File: src/hdl/mandelbrot_escape_time_macros.svh
// Assertion helpers shared by the escape-time RTL.
`ifndef MANDELBROT_ESCAPE_TIME_MACROS_SVH
`define MANDELBROT_ESCAPE_TIME_MACROS_SVH

// Same-cycle implication, checked outside reset.
`define MBE_ASSERT_SAME(label, ante, cons, msg) \
  label: assert property (@(posedge clk) disable iff (rst) (ante) |-> (cons)) \
    else $error(msg);

// Next-cycle implication, checked outside reset.
`define MBE_ASSERT_NEXT(label, ante, cons, msg) \
  label: assert property (@(posedge clk) disable iff (rst) (ante) |=> (cons)) \
    else $error(msg);

`endif

File: src/hdl/mbe_pkg.sv
package mbe_pkg;

  localparam int IMAGE_SIZE_DEF  = 1024;
  localparam int COORD_WIDTH_DEF = 32;
  localparam int INT_BITS        = 4;
  localparam int ESCAPE_RADIUS   = 2;

  localparam logic [15:0] MAX_ITER_RST   = 16'd256;
  localparam logic [31:0] COORD_START_RST = 32'hE000_0000;
  localparam logic [30:0] STEP_RST       = 31'd1342177;
  localparam logic [10:0] HEIGHT_RST     = 11'd800;

  typedef enum logic [2:0] {
    REG_MAX_ITER     = 3'd0,
    REG_REAL_START   = 3'd1,
    REG_IMAG_START   = 3'd2,
    REG_REAL_STEP    = 3'd3,
    REG_IMAG_STEP    = 3'd4,
    REG_IMAGE_HEIGHT = 3'd5
  } reg_idx_t;

  typedef enum logic [2:0] {
    S_IDLE,
    S_CR,
    S_CI,
    S_CIS,
    S_RR,
    S_II,
    S_CHK,
    S_UPD
  } state_t;

  typedef struct packed {
    logic [9:0] pixel_column;
    logic [9:0] pixel_row;
  } pixel_t;

  typedef struct packed {
    logic [15:0] iteration_count;
    logic        escaped;
    logic [9:0]  out_column;
    logic [9:0]  out_row;
  } result_t;

endpackage

File: src/hdl/mandelbrot_escape_time.sv
// A pixel finishes after N iterations, or earlier when |z| leaves the radius-2 box;
// one shared multiplier forms zr*zr, zi*zi and zr*zi in turn for each iteration.
// Throughput: one pixel at a time; busy is low again in the cycle done pulses.
// Results are shown for one cycle under done and cannot be stalled.
// Reset (rst, synchronous) idles the sequencer and restores all register defaults.
`include "mandelbrot_escape_time_macros.svh"

module mandelbrot_escape_time import mbe_pkg::*; #(
  parameter int IMAGE_SIZE  = IMAGE_SIZE_DEF,
  parameter int COORD_WIDTH = COORD_WIDTH_DEF
) (
  input  logic        clk,
  input  logic        rst,
  input  logic        start,
  output logic        busy,
  input  pixel_t      pixel,
  output logic        done,
  output result_t     result,
  input  logic        psel,
  input  logic        penable,
  input  logic        pwrite,
  input  logic [4:0]  paddr,
  input  logic [31:0] pwdata,
  output logic [31:0] prdata,
  output logic        pready
);

  localparam int FRAC_BITS = COORD_WIDTH - INT_BITS;
  localparam int OPW       = (COORD_WIDTH > 32) ? COORD_WIDTH : 32;
  localparam int PW        = 2 * OPW;

  localparam logic signed [PW-1:0] COORD_MAX =
    {{(PW-COORD_WIDTH+1){1'b0}}, {(COORD_WIDTH-1){1'b1}}};
  localparam logic signed [PW-1:0] COORD_MIN =
    {{(PW-COORD_WIDTH+1){1'b1}}, {(COORD_WIDTH-1){1'b0}}};
  localparam logic [COORD_WIDTH:0] ESC_LIMIT =
    (COORD_WIDTH+1)'(ESCAPE_RADIUS) << FRAC_BITS;
  localparam logic [PW-1:0] ESC_THRESH =
    PW'(ESCAPE_RADIUS * ESCAPE_RADIUS) << (2 * FRAC_BITS);

  // configuration registers
  logic        [15:0] max_iterations;
  logic signed [31:0] real_start;
  logic signed [31:0] imag_start;
  logic        [30:0] real_step;
  logic        [30:0] imag_step;
  logic        [10:0] image_height;

  state_t state, state_next;

  logic        [9:0]             col_r;
  logic        [9:0]             row_r;
  logic        [15:0]            iter_cnt;
  logic signed [COORD_WIDTH-1:0] cr, ci, zr, zi;
  logic signed [PW-1:0]          prod, sq_r, sq_i;

  logic signed [OPW-1:0] mul_a, mul_b;
  logic signed [OPW-1:0] height_eff, row_off;
  logic        [15:0]    max_lim;
  logic                  cfg_wr;
  logic                  sq_esc;
  logic                  finish_chk;
  logic                  mag_esc;
  logic signed [COORD_WIDTH-1:0] zr_new, zi_new;

  function automatic logic signed [COORD_WIDTH-1:0] sat_coord(input logic signed [PW-1:0] v);
    logic signed [PW-1:0] s;
    s = v;
    if (v > COORD_MAX) begin
      s = COORD_MAX;
    end else if (v < COORD_MIN) begin
      s = COORD_MIN;
    end
    return s[COORD_WIDTH-1:0];
  endfunction

  function automatic logic mag_ge_limit(input logic signed [COORD_WIDTH-1:0] v);
    logic signed [COORD_WIDTH:0] e;
    logic        [COORD_WIDTH:0] a;
    e = (COORD_WIDTH+1)'(v);
    a = (e < 0) ? -e : e;
    return a >= ESC_LIMIT;
  endfunction

  // ---------------------------------------------------------------- config port
  assign pready = 1'b1;
  assign cfg_wr = psel && penable && pwrite && pready;

  always_ff @(posedge clk) begin
    if (rst) begin
      max_iterations <= MAX_ITER_RST;
      real_start     <= COORD_START_RST;
      imag_start     <= COORD_START_RST;
      real_step      <= STEP_RST;
      imag_step      <= STEP_RST;
      image_height   <= HEIGHT_RST;
    end else if (cfg_wr) begin
      unique case (paddr[4:2])
        REG_MAX_ITER:     max_iterations <= pwdata[15:0];
        REG_REAL_START:   real_start     <= pwdata;
        REG_IMAG_START:   imag_start     <= pwdata;
        REG_REAL_STEP:    real_step      <= pwdata[30:0];
        REG_IMAG_STEP:    imag_step      <= pwdata[30:0];
        REG_IMAGE_HEIGHT: image_height   <= pwdata[10:0];
        default: ;
      endcase
    end
  end

  always_comb begin
    unique case (paddr[4:2])
      REG_MAX_ITER:     prdata = 32'(max_iterations);
      REG_REAL_START:   prdata = real_start;
      REG_IMAG_START:   prdata = imag_start;
      REG_REAL_STEP:    prdata = 32'(real_step);
      REG_IMAG_STEP:    prdata = 32'(imag_step);
      REG_IMAGE_HEIGHT: prdata = 32'(image_height);
      default:          prdata = '0;
    endcase
  end

  // ---------------------------------------------------------------- sequencer
  assign busy    = (state != S_IDLE);
  assign max_lim = (max_iterations == '0) ? 16'd1 : max_iterations;

  // flip the vertical axis; rows past the height give a negative offset
  assign height_eff = (OPW'(image_height) > OPW'(IMAGE_SIZE)) ? OPW'(IMAGE_SIZE)
                                                              : OPW'(image_height);
  assign row_off    = height_eff - OPW'(1) - OPW'(row_r);

  assign sq_esc     = $unsigned(sq_r + prod) >= ESC_THRESH;
  assign finish_chk = (iter_cnt != '0) && (sq_esc || (iter_cnt >= max_lim));

  assign zr_new  = sat_coord(((sq_r - sq_i) >>> FRAC_BITS) + PW'(cr));
  assign zi_new  = sat_coord(((prod <<< 1) >>> FRAC_BITS) + PW'(ci));
  assign mag_esc = mag_ge_limit(zr_new) || mag_ge_limit(zi_new);

  always_ff @(posedge clk) begin
    if (rst) begin
      state <= S_IDLE;
    end else begin
      state <= state_next;
    end
  end

  always_comb begin
    state_next = state;
    mul_a      = '0;
    mul_b      = '0;
    unique case (state)
      S_IDLE: begin
        if (start) begin
          state_next = S_CR;
        end
      end
      S_CR: begin
        mul_a      = OPW'(col_r);
        mul_b      = OPW'(real_step);
        state_next = S_CI;
      end
      S_CI: begin
        mul_a      = row_off;
        mul_b      = OPW'(imag_step);
        state_next = S_CIS;
      end
      S_CIS: begin
        state_next = S_RR;
      end
      S_RR: begin
        mul_a      = OPW'(zr);
        mul_b      = OPW'(zr);
        state_next = S_II;
      end
      S_II: begin
        mul_a      = OPW'(zi);
        mul_b      = OPW'(zi);
        state_next = S_CHK;
      end
      S_CHK: begin
        mul_a      = OPW'(zr);
        mul_b      = OPW'(zi);
        state_next = finish_chk ? S_IDLE : S_UPD;
      end
      S_UPD: begin
        state_next = mag_esc ? S_IDLE : S_RR;
      end
      default: state_next = S_IDLE;
    endcase
  end

  // ---------------------------------------------------------------- datapath
  always_ff @(posedge clk) begin
    prod <= mul_a * mul_b;
    unique case (state)
      S_IDLE: begin
        if (start) begin
          col_r    <= pixel.pixel_column;
          row_r    <= pixel.pixel_row;
          iter_cnt <= '0;
        end
      end
      S_CI: cr <= sat_coord(PW'(real_start) + prod);
      S_CIS: begin
        ci       <= sat_coord(PW'(imag_start) + prod);
        zr       <= '0;
        zi       <= '0;
      end
      S_II:  sq_r <= prod;
      S_CHK: sq_i <= prod;
      S_UPD: begin
        zr       <= zr_new;
        zi       <= zi_new;
        iter_cnt <= iter_cnt + 16'd1;
      end
      default: ;
    endcase
  end

  // result register; one-cycle strobe
  always_ff @(posedge clk) begin
    if (rst) begin
      done <= 1'b0;
    end else begin
      done <= 1'b0;
      if (state == S_CHK && finish_chk) begin
        done <= 1'b1;
      end else if (state == S_UPD && mag_esc) begin
        done <= 1'b1;
      end
    end
  end

  always_ff @(posedge clk) begin
    if (state == S_CHK && finish_chk) begin
      result.iteration_count <= iter_cnt;
      result.escaped         <= sq_esc;
      result.out_column      <= col_r;
      result.out_row         <= row_r;
    end else if (state == S_UPD && mag_esc) begin
      result.iteration_count <= iter_cnt + 16'd1;
      result.escaped         <= 1'b1;
      result.out_column      <= col_r;
      result.out_row         <= row_r;
    end
  end

  // ---------------------------------------------------------------- checks
  `MBE_ASSERT_NEXT(a_accept_busy, start && !busy, busy, "request accepted but sequencer idle")
  `MBE_ASSERT_SAME(a_done_src, done, $past(state) == S_CHK || $past(state) == S_UPD, "stray done")
  `MBE_ASSERT_SAME(a_limit_cnt, done && !result.escaped, result.iteration_count == max_lim, "bad count")
  `MBE_ASSERT_SAME(a_cnt_bound, busy, iter_cnt <= max_lim, "iteration count overran limit")

endmodule
File: config.mk
export PLATFORM = sky130hd
export DESIGN_NAME = mandelbrot_escape_time
export DESIGN_NICKNAME = d
export VERILOG_FILES = /design/src/hdl/mbe_pkg.sv /design/src/hdl/mandelbrot_escape_time.sv
export VERILOG_INCLUDE_DIRS = /design/src /design/src/hdl
export SDC_FILE = /design/constraint.sdc
export NUM_CORES = 2
export LEC_CHECK = 0
export ABC_AREA = 1
export BUFFER_PORTS_ARGS = -buffer_cell sky130_fd_sc_hd__buf_4
export CAP_MARGIN = 10
export CORE_MARGIN = 1
export CORE_UTILIZATION = 60
export CTS_CLUSTER_SIZE = 30
export DETAILED_ROUTE_END_ITERATION = 7
export PLACE_DENSITY = 0.77
export RECOVER_POWER = 50
export SLEW_MARGIN = 10
export SYNTH_ARGS = -nofsm -noshare
export SYNTH_HDL_FRONTEND = slang
export SYNTH_SLANG_ARGS = --single-unit
File: constraint.sdc
create_clock -name clk -period 17.4 [get_ports clk]
set_input_delay 0.87 -clock clk [delete_from_list [all_inputs] [get_ports clk]]
set_output_delay 0.87 -clock clk [all_outputs]
set_load 0.01 [all_outputs]
# Yosys cells after proc, flatten, opt, wreduce, memory -nomap -nowiden
# Cells that the tools add are included.
# totals
ff_bits	550
in_bits	63
output_inout_bits	72
elab_cells	112
# classes
add_sub_neg	11
multipliers	1
n_lt_le_gt_ge	15
eq_ne	13
mux	25
n_reduce_logical	25
# ops
op	count
$pmux W32 S4	2
$mux W32	6
$pmux W32 S6	1
$add A32 B64 Y64	2
$gt A64 B32 Y1 const B	2
$lt A64 B32 Y1 const B	2
$pmux W32 S2	2
$add A36 B32 Y37	2
$gt A37 B32 Y1 const B	2
$lt A37 B32 Y1 const B	2
$mux W37	2
$ge A33 B30 Y1 const B	2
$mux W33	2
$neg A32 Y33	2
$add A64 B64 Y64	1
$ge A64 B59 Y1 const B	1
$lt A32 B1 Y1 const B	2
$mul A32 B32 Y64	1
$sub A64 B64 Y64	1
$mux W16	2
$pmux W16 S2	1
$pmux W3 S8	1
$eq A3 B3 Y1 const B	6
$add A16 B1 Y16 const B	1
other kinds (19)	42

# Depth between registers and ports, before layout
# logic_depth
ltp_word	12
mapped_depth	64
ltp_nobuf	62

# Least setup slack after synthesis
# Ideal clock, no wire load.
# synth_timing
path_type	reg-to-reg
from	register state[1]
to	register prod[62]
setup_ns	0.072
arrival_ns	13.104
t_required_ns	17.328
setup_slack_ns	4.224
stages_incl_launch_ff	28
n_path_buf	3
synth_period_minus_slack_ns	13.176
path_cell_list	dfxtp_1 > clkbuf_1 > inv_1 > nor3_1 > inv_1 > nand2_1 > clkbuf_1 > a221oi_1 > clkinv_1 > clkbuf_1 > nand2_1 > fa_1 > fa_1 > fa_1 > fa_1 > inv_1 > fa_1 > fa_1 > fa_1 > fa_1 > ha_1 > nand2_1 > nor2_1 > nand2_1 > o311ai_0 > nand3_1 > o2111ai_1 > xor2_1
# synth_via
elab_chain_len	4
word_cells_on_any_way	10
classes_between	mul: 1; eq/ne: 5; mux: 2; reduce/logical: 2
# synth_rtl
item	line_no	text
start: declaration	mandelbrot_escape_time.sv:49	state_t state, state_next;
start signal: assignment	mandelbrot_escape_time.sv:142	state <= state_next;
$eq A3 B3 Y1	mandelbrot_escape_time.sv:150	unique case (state)
$reduce_or A2 Y1 (no line)	--	
$pmux W32 S4	mandelbrot_escape_time.sv:150	
$mul A32 B32 Y64 *	mandelbrot_escape_time.sv:193	prod <= mul_a * mul_b;
end signal: assignment	mandelbrot_escape_time.sv:193	
end: declaration	mandelbrot_escape_time.sv:55	logic signed [PW-1:0] prod, sq_r, sq_i;
# Every way passes the cells marked *; elsewhere a longest branch is shown, timed or not.
# A chain may end at the register's enable or synchronous reset.

# Final worst setup path
# layout_timing
from	register state[2]
to	register prod[50]
# The elaborated chain is that of the path after synthesis.

==> results.json <==
{
  "status": "complete, but fails checks",
  "violations": "capacitance limit, slew limit",
  "ys_ff_latch": 550,
  "die_h_um": 359,
  "postLayoutCoreUtil_pct": 64.7,
  "place.gp.congestion": 1.10,
  "syn2layout_area_growth_pct": 6.57,
  "yosysTopAreaCell": "fa_1",
  "crit_type": "flip-flop to flip-flop",
  "max_freq_mhz": 73.7,
  "p_sw_share_pct": 56.0,
  "multi_input_area_mm2": 0.0541,
  "timing.final.crit_share_pct": 78.0,
  "synthDistinctLibCells": 70,
  "detail-route-antenna-nets": 0,
  "drc": 0,
  "post-cts-setup-buffers": 0,
  "drtPass1Iterations": 6,
  "synth.avg_cell_area_um2": 7.89,
  "final_layout_size_suffix_gt1_share_pct": 3.93,
  "wl_um": 287000,
  "leakage_nw": 39.8,
  "post_dp_cell_area_mm2": 0.0799,
  "clock_skew_ns": 0.0887,
  "seq_area_frac_synth_pct": 18.7,
  "final_max_slew_viol_count": 448,
  "synth_top_cell_area_share_pct": 28.4,
  "synth_edf_count": 329,
  "syn_area_mm2": 0.0767,
  "finalSetupViolations": 0,
  "cpPeakStageDelay_ns": 1.86,
  "fillers": 11000,
  "holdPathStages": 1,
  "cts_made_buffers": 61,
  "post_drt_via_cell_ratio": 6.06,
  "root_buffer": "clkbuf_16",
  "cp_common_cell": "fa_1",
  "clockBufferDepth": 3,
  "worstHoldPathType": "input port to flip-flop",
  "dieArea_mm2": 0.129,
  "grt_max_degree": 93,
  "power.switching_w": 0.00583,
  "ys_warn_count": 0,
  "async_reset_ff_share_pct": 0,
  "sequentialPowerShare_pct": 18.4,
  "max_slew_margin_pct": -174,
  "met3_length_um": 38700,
  "pin_count": 135,
  "rsz0062_at_grt": "no",
  "clk_pin_slew_worst_paths_ns": 0.07,
  "fin_crit_ns": 13.57,
  "gr-usage-all-layers_pct": 44.6,
  "synthCells": 9721,
  "core_mm2": 0.126,
  "final_common_cell": "inv_1",
  "clkSinkCount": 550,
  "share_comb_of_total_power_pct": 68.5,
  "final_cell_mix": "1896 x inv_1, 1757 x nand2_1, 1376 x nor2_1",
  "rows": 130,
  "ff_latch_area_mm2": 0.0143,
  "port_buffers": 131,
  "start_util_pct": 60.7,
  "powerDensity_mw_per_mm2": 127,
  "power_frac_clock_pct": 13.1,
  "drv_cap": 11,
  "final_cell_area_mm2": 0.0817,
  "ir_drop_mv": 0.312,
  "wl_per_cell_um": 25.0,
  "reg2regPathDepth": 34,
  "critPathCaptureType": "flip-flop",
  "hpwl_um": 234000,
  "setup-tns-final_ns": 0,
  "synthTopCellsByArea": "fa_1 28%, edfxtp_1 13%, inv_1 9.3%",
  "nets": 11500,
  "grt_pass1_vias": 68500,
  "cp_max_fo": 48,
  "die_x_um": 359,
  "synth_ff_type": "edfxtp_1",
  "worstMarginPinSlew_ns": 4.11,
  "top_layer_used": "met5",
  "clkLatencyLatePin_ns": 0.74,
  "grt_antenna_before_repair": 40,
  "cp.arrival_ns": 14.14,
  "worstPathRequired_ns": 17.97,
  "synth_fp_nets": 11400,
  "p_int_w": 0.00458,
  "globalRouteOverflowTotal": 0,
  "hold_viol_final": 0,
  "hold_buffers": 0,
  "drtIter0Drc": 9159,
  "drt-met1-wl_um": 108000,
  "wl_met2_um": 119000,
  "cts_max_level": 2,
  "critPathSlowestCell": "clkbuf_1",
  "cp-start-kind": "flip-flop",
  "grt_pass1_wl_um": 426000,
  "cts_tree": "built",
  "dr_total_vias": 69800,
  "post_cts_resize_count": 0
}
flip-flops by register name, indices dropped and copies added, names as in the netlist:
signal / flops
ci: 32
col_r: 10
cr: 32
done: 1
imag_start: 32
imag_step: 31
image_height: 11
iter_cnt: 16
max_iterations: 16
prod: 64
real_start: 32
real_step: 31
result: 37
row_r: 10
sq_i: 64
sq_r: 64
state: 3
zi: 32
zr: 32
power groups by stage:
stage,sequential [W],clock [W],combinational (W)
4_1_cts,0.00189,0.00136,0.00697
3_3_place_gp,0.00191,0,0.00681
5_1_grt,0.00190,0.00141,0.00772
2_1_floorplan,0.00175,0,0.00466
3_5_place_dp,0.00191,0,0.00691
6_report,0.00191,0.00136,0.00714
through the flow:
stage               setup WS (ns)  hold slack, ns  power [W]  cells
detailed placement           4.66           0.433    0.00882  11400
global route                 3.38           0.315     0.0110  11500
finish                       3.83           0.330     0.0104  11500
global placement             4.68           0.435    0.00872  11400
floorplan                    4.22           0.426    0.00641   9721
CTS                          4.48           0.282     0.0102  11500
cell usage after synthesis (7+ instances only):
library cell  number
a211oi_1           9
a21boi_0          12
a21o_1            22
a21oi_1          622
a21oi_2            8
a221oi_1          33
a22o_1             8
a22oi_1           49
a31oi_1          114
and2_1            13
buf_1             12
buf_2             39
buf_4              7
clkbuf_1         202
clkinv_1          30
dfxtp_1          221
edfxtp_1         329
fa_1            1088
ha_1             538
inv_1           1898
inv_2              9
nand2_1         1758
nand2_2           12
nand3_1          194
nand4_1           44
nor2_1          1382
nor3_1            83
nor4_1            39
o2111ai_1         12
o211ai_1          44
o21a_1            50
o21ai_0          371
o21ai_1           10
o21bai_1          34
o221ai_1           9
o22ai_1           21
xnor2_1          117
xor2_1           195
worst paths after layout:
path / to / slack, ns / start
setup / recovery: prod[50] / 3.83 / state[2]
hold / removal: col_r[3] / 0.33 / pixel[13]
hold reg to reg: result[7] / 0.45 / row_r[7]
setup reg to reg: prod[50] / 3.83 / state[2]
metal layers:
layer / vias to the layer above / global-route usage, %
met5: - / 0
met4: 16 / 27.6
met3: 946 / 12.3
met2: 4493 / 64.5
met1: 33700 / 59.3
li1: 30600 / -
critical path, delay by kind of cell, from the launching register on:
kind,cells,cell delay [ns]
buffers and inverters,10,4.39
adders and majority gates,9,4.38
AOI/OAI and AO/OA,6,3.01
and+or+nand+nor,9,1.24
DFF,1,0.36
final cells by class:
class | instances | share of cell area, %
Antenna cell | 12 | 0.0368
Clock inverter | 39 | 0.489
Multi-Input combinational cell | 6970 | 66.3
Tap cell | 1650 | 2.53
Timing Repair Buffer | 283 | 2.19
Clock buffer | 77 | 2.09
Inverter | 1937 | 8.90
Sequential cell | 550 | 17.5
logic make-up (layout without fill, tap and decap cells):
family / count (synthesis) / after routing / synth area share (%)
other: 1 / 13 / 0.00489
AOI/OAI and AO/OA: 1473 / 1473 / 11.2
DFF: 550 / 550 / 18.7
adders and majority gates: 1626 / 1626 / 37.2
and+or+nand+nor: 3556 / 3556 / 18.4
xor gates and xnor gates: 314 / 314 / 3.64
buffers and inverters: 2201 / 2336 / 10.9
Note: power is estimated with default switching activity, not from simulation.
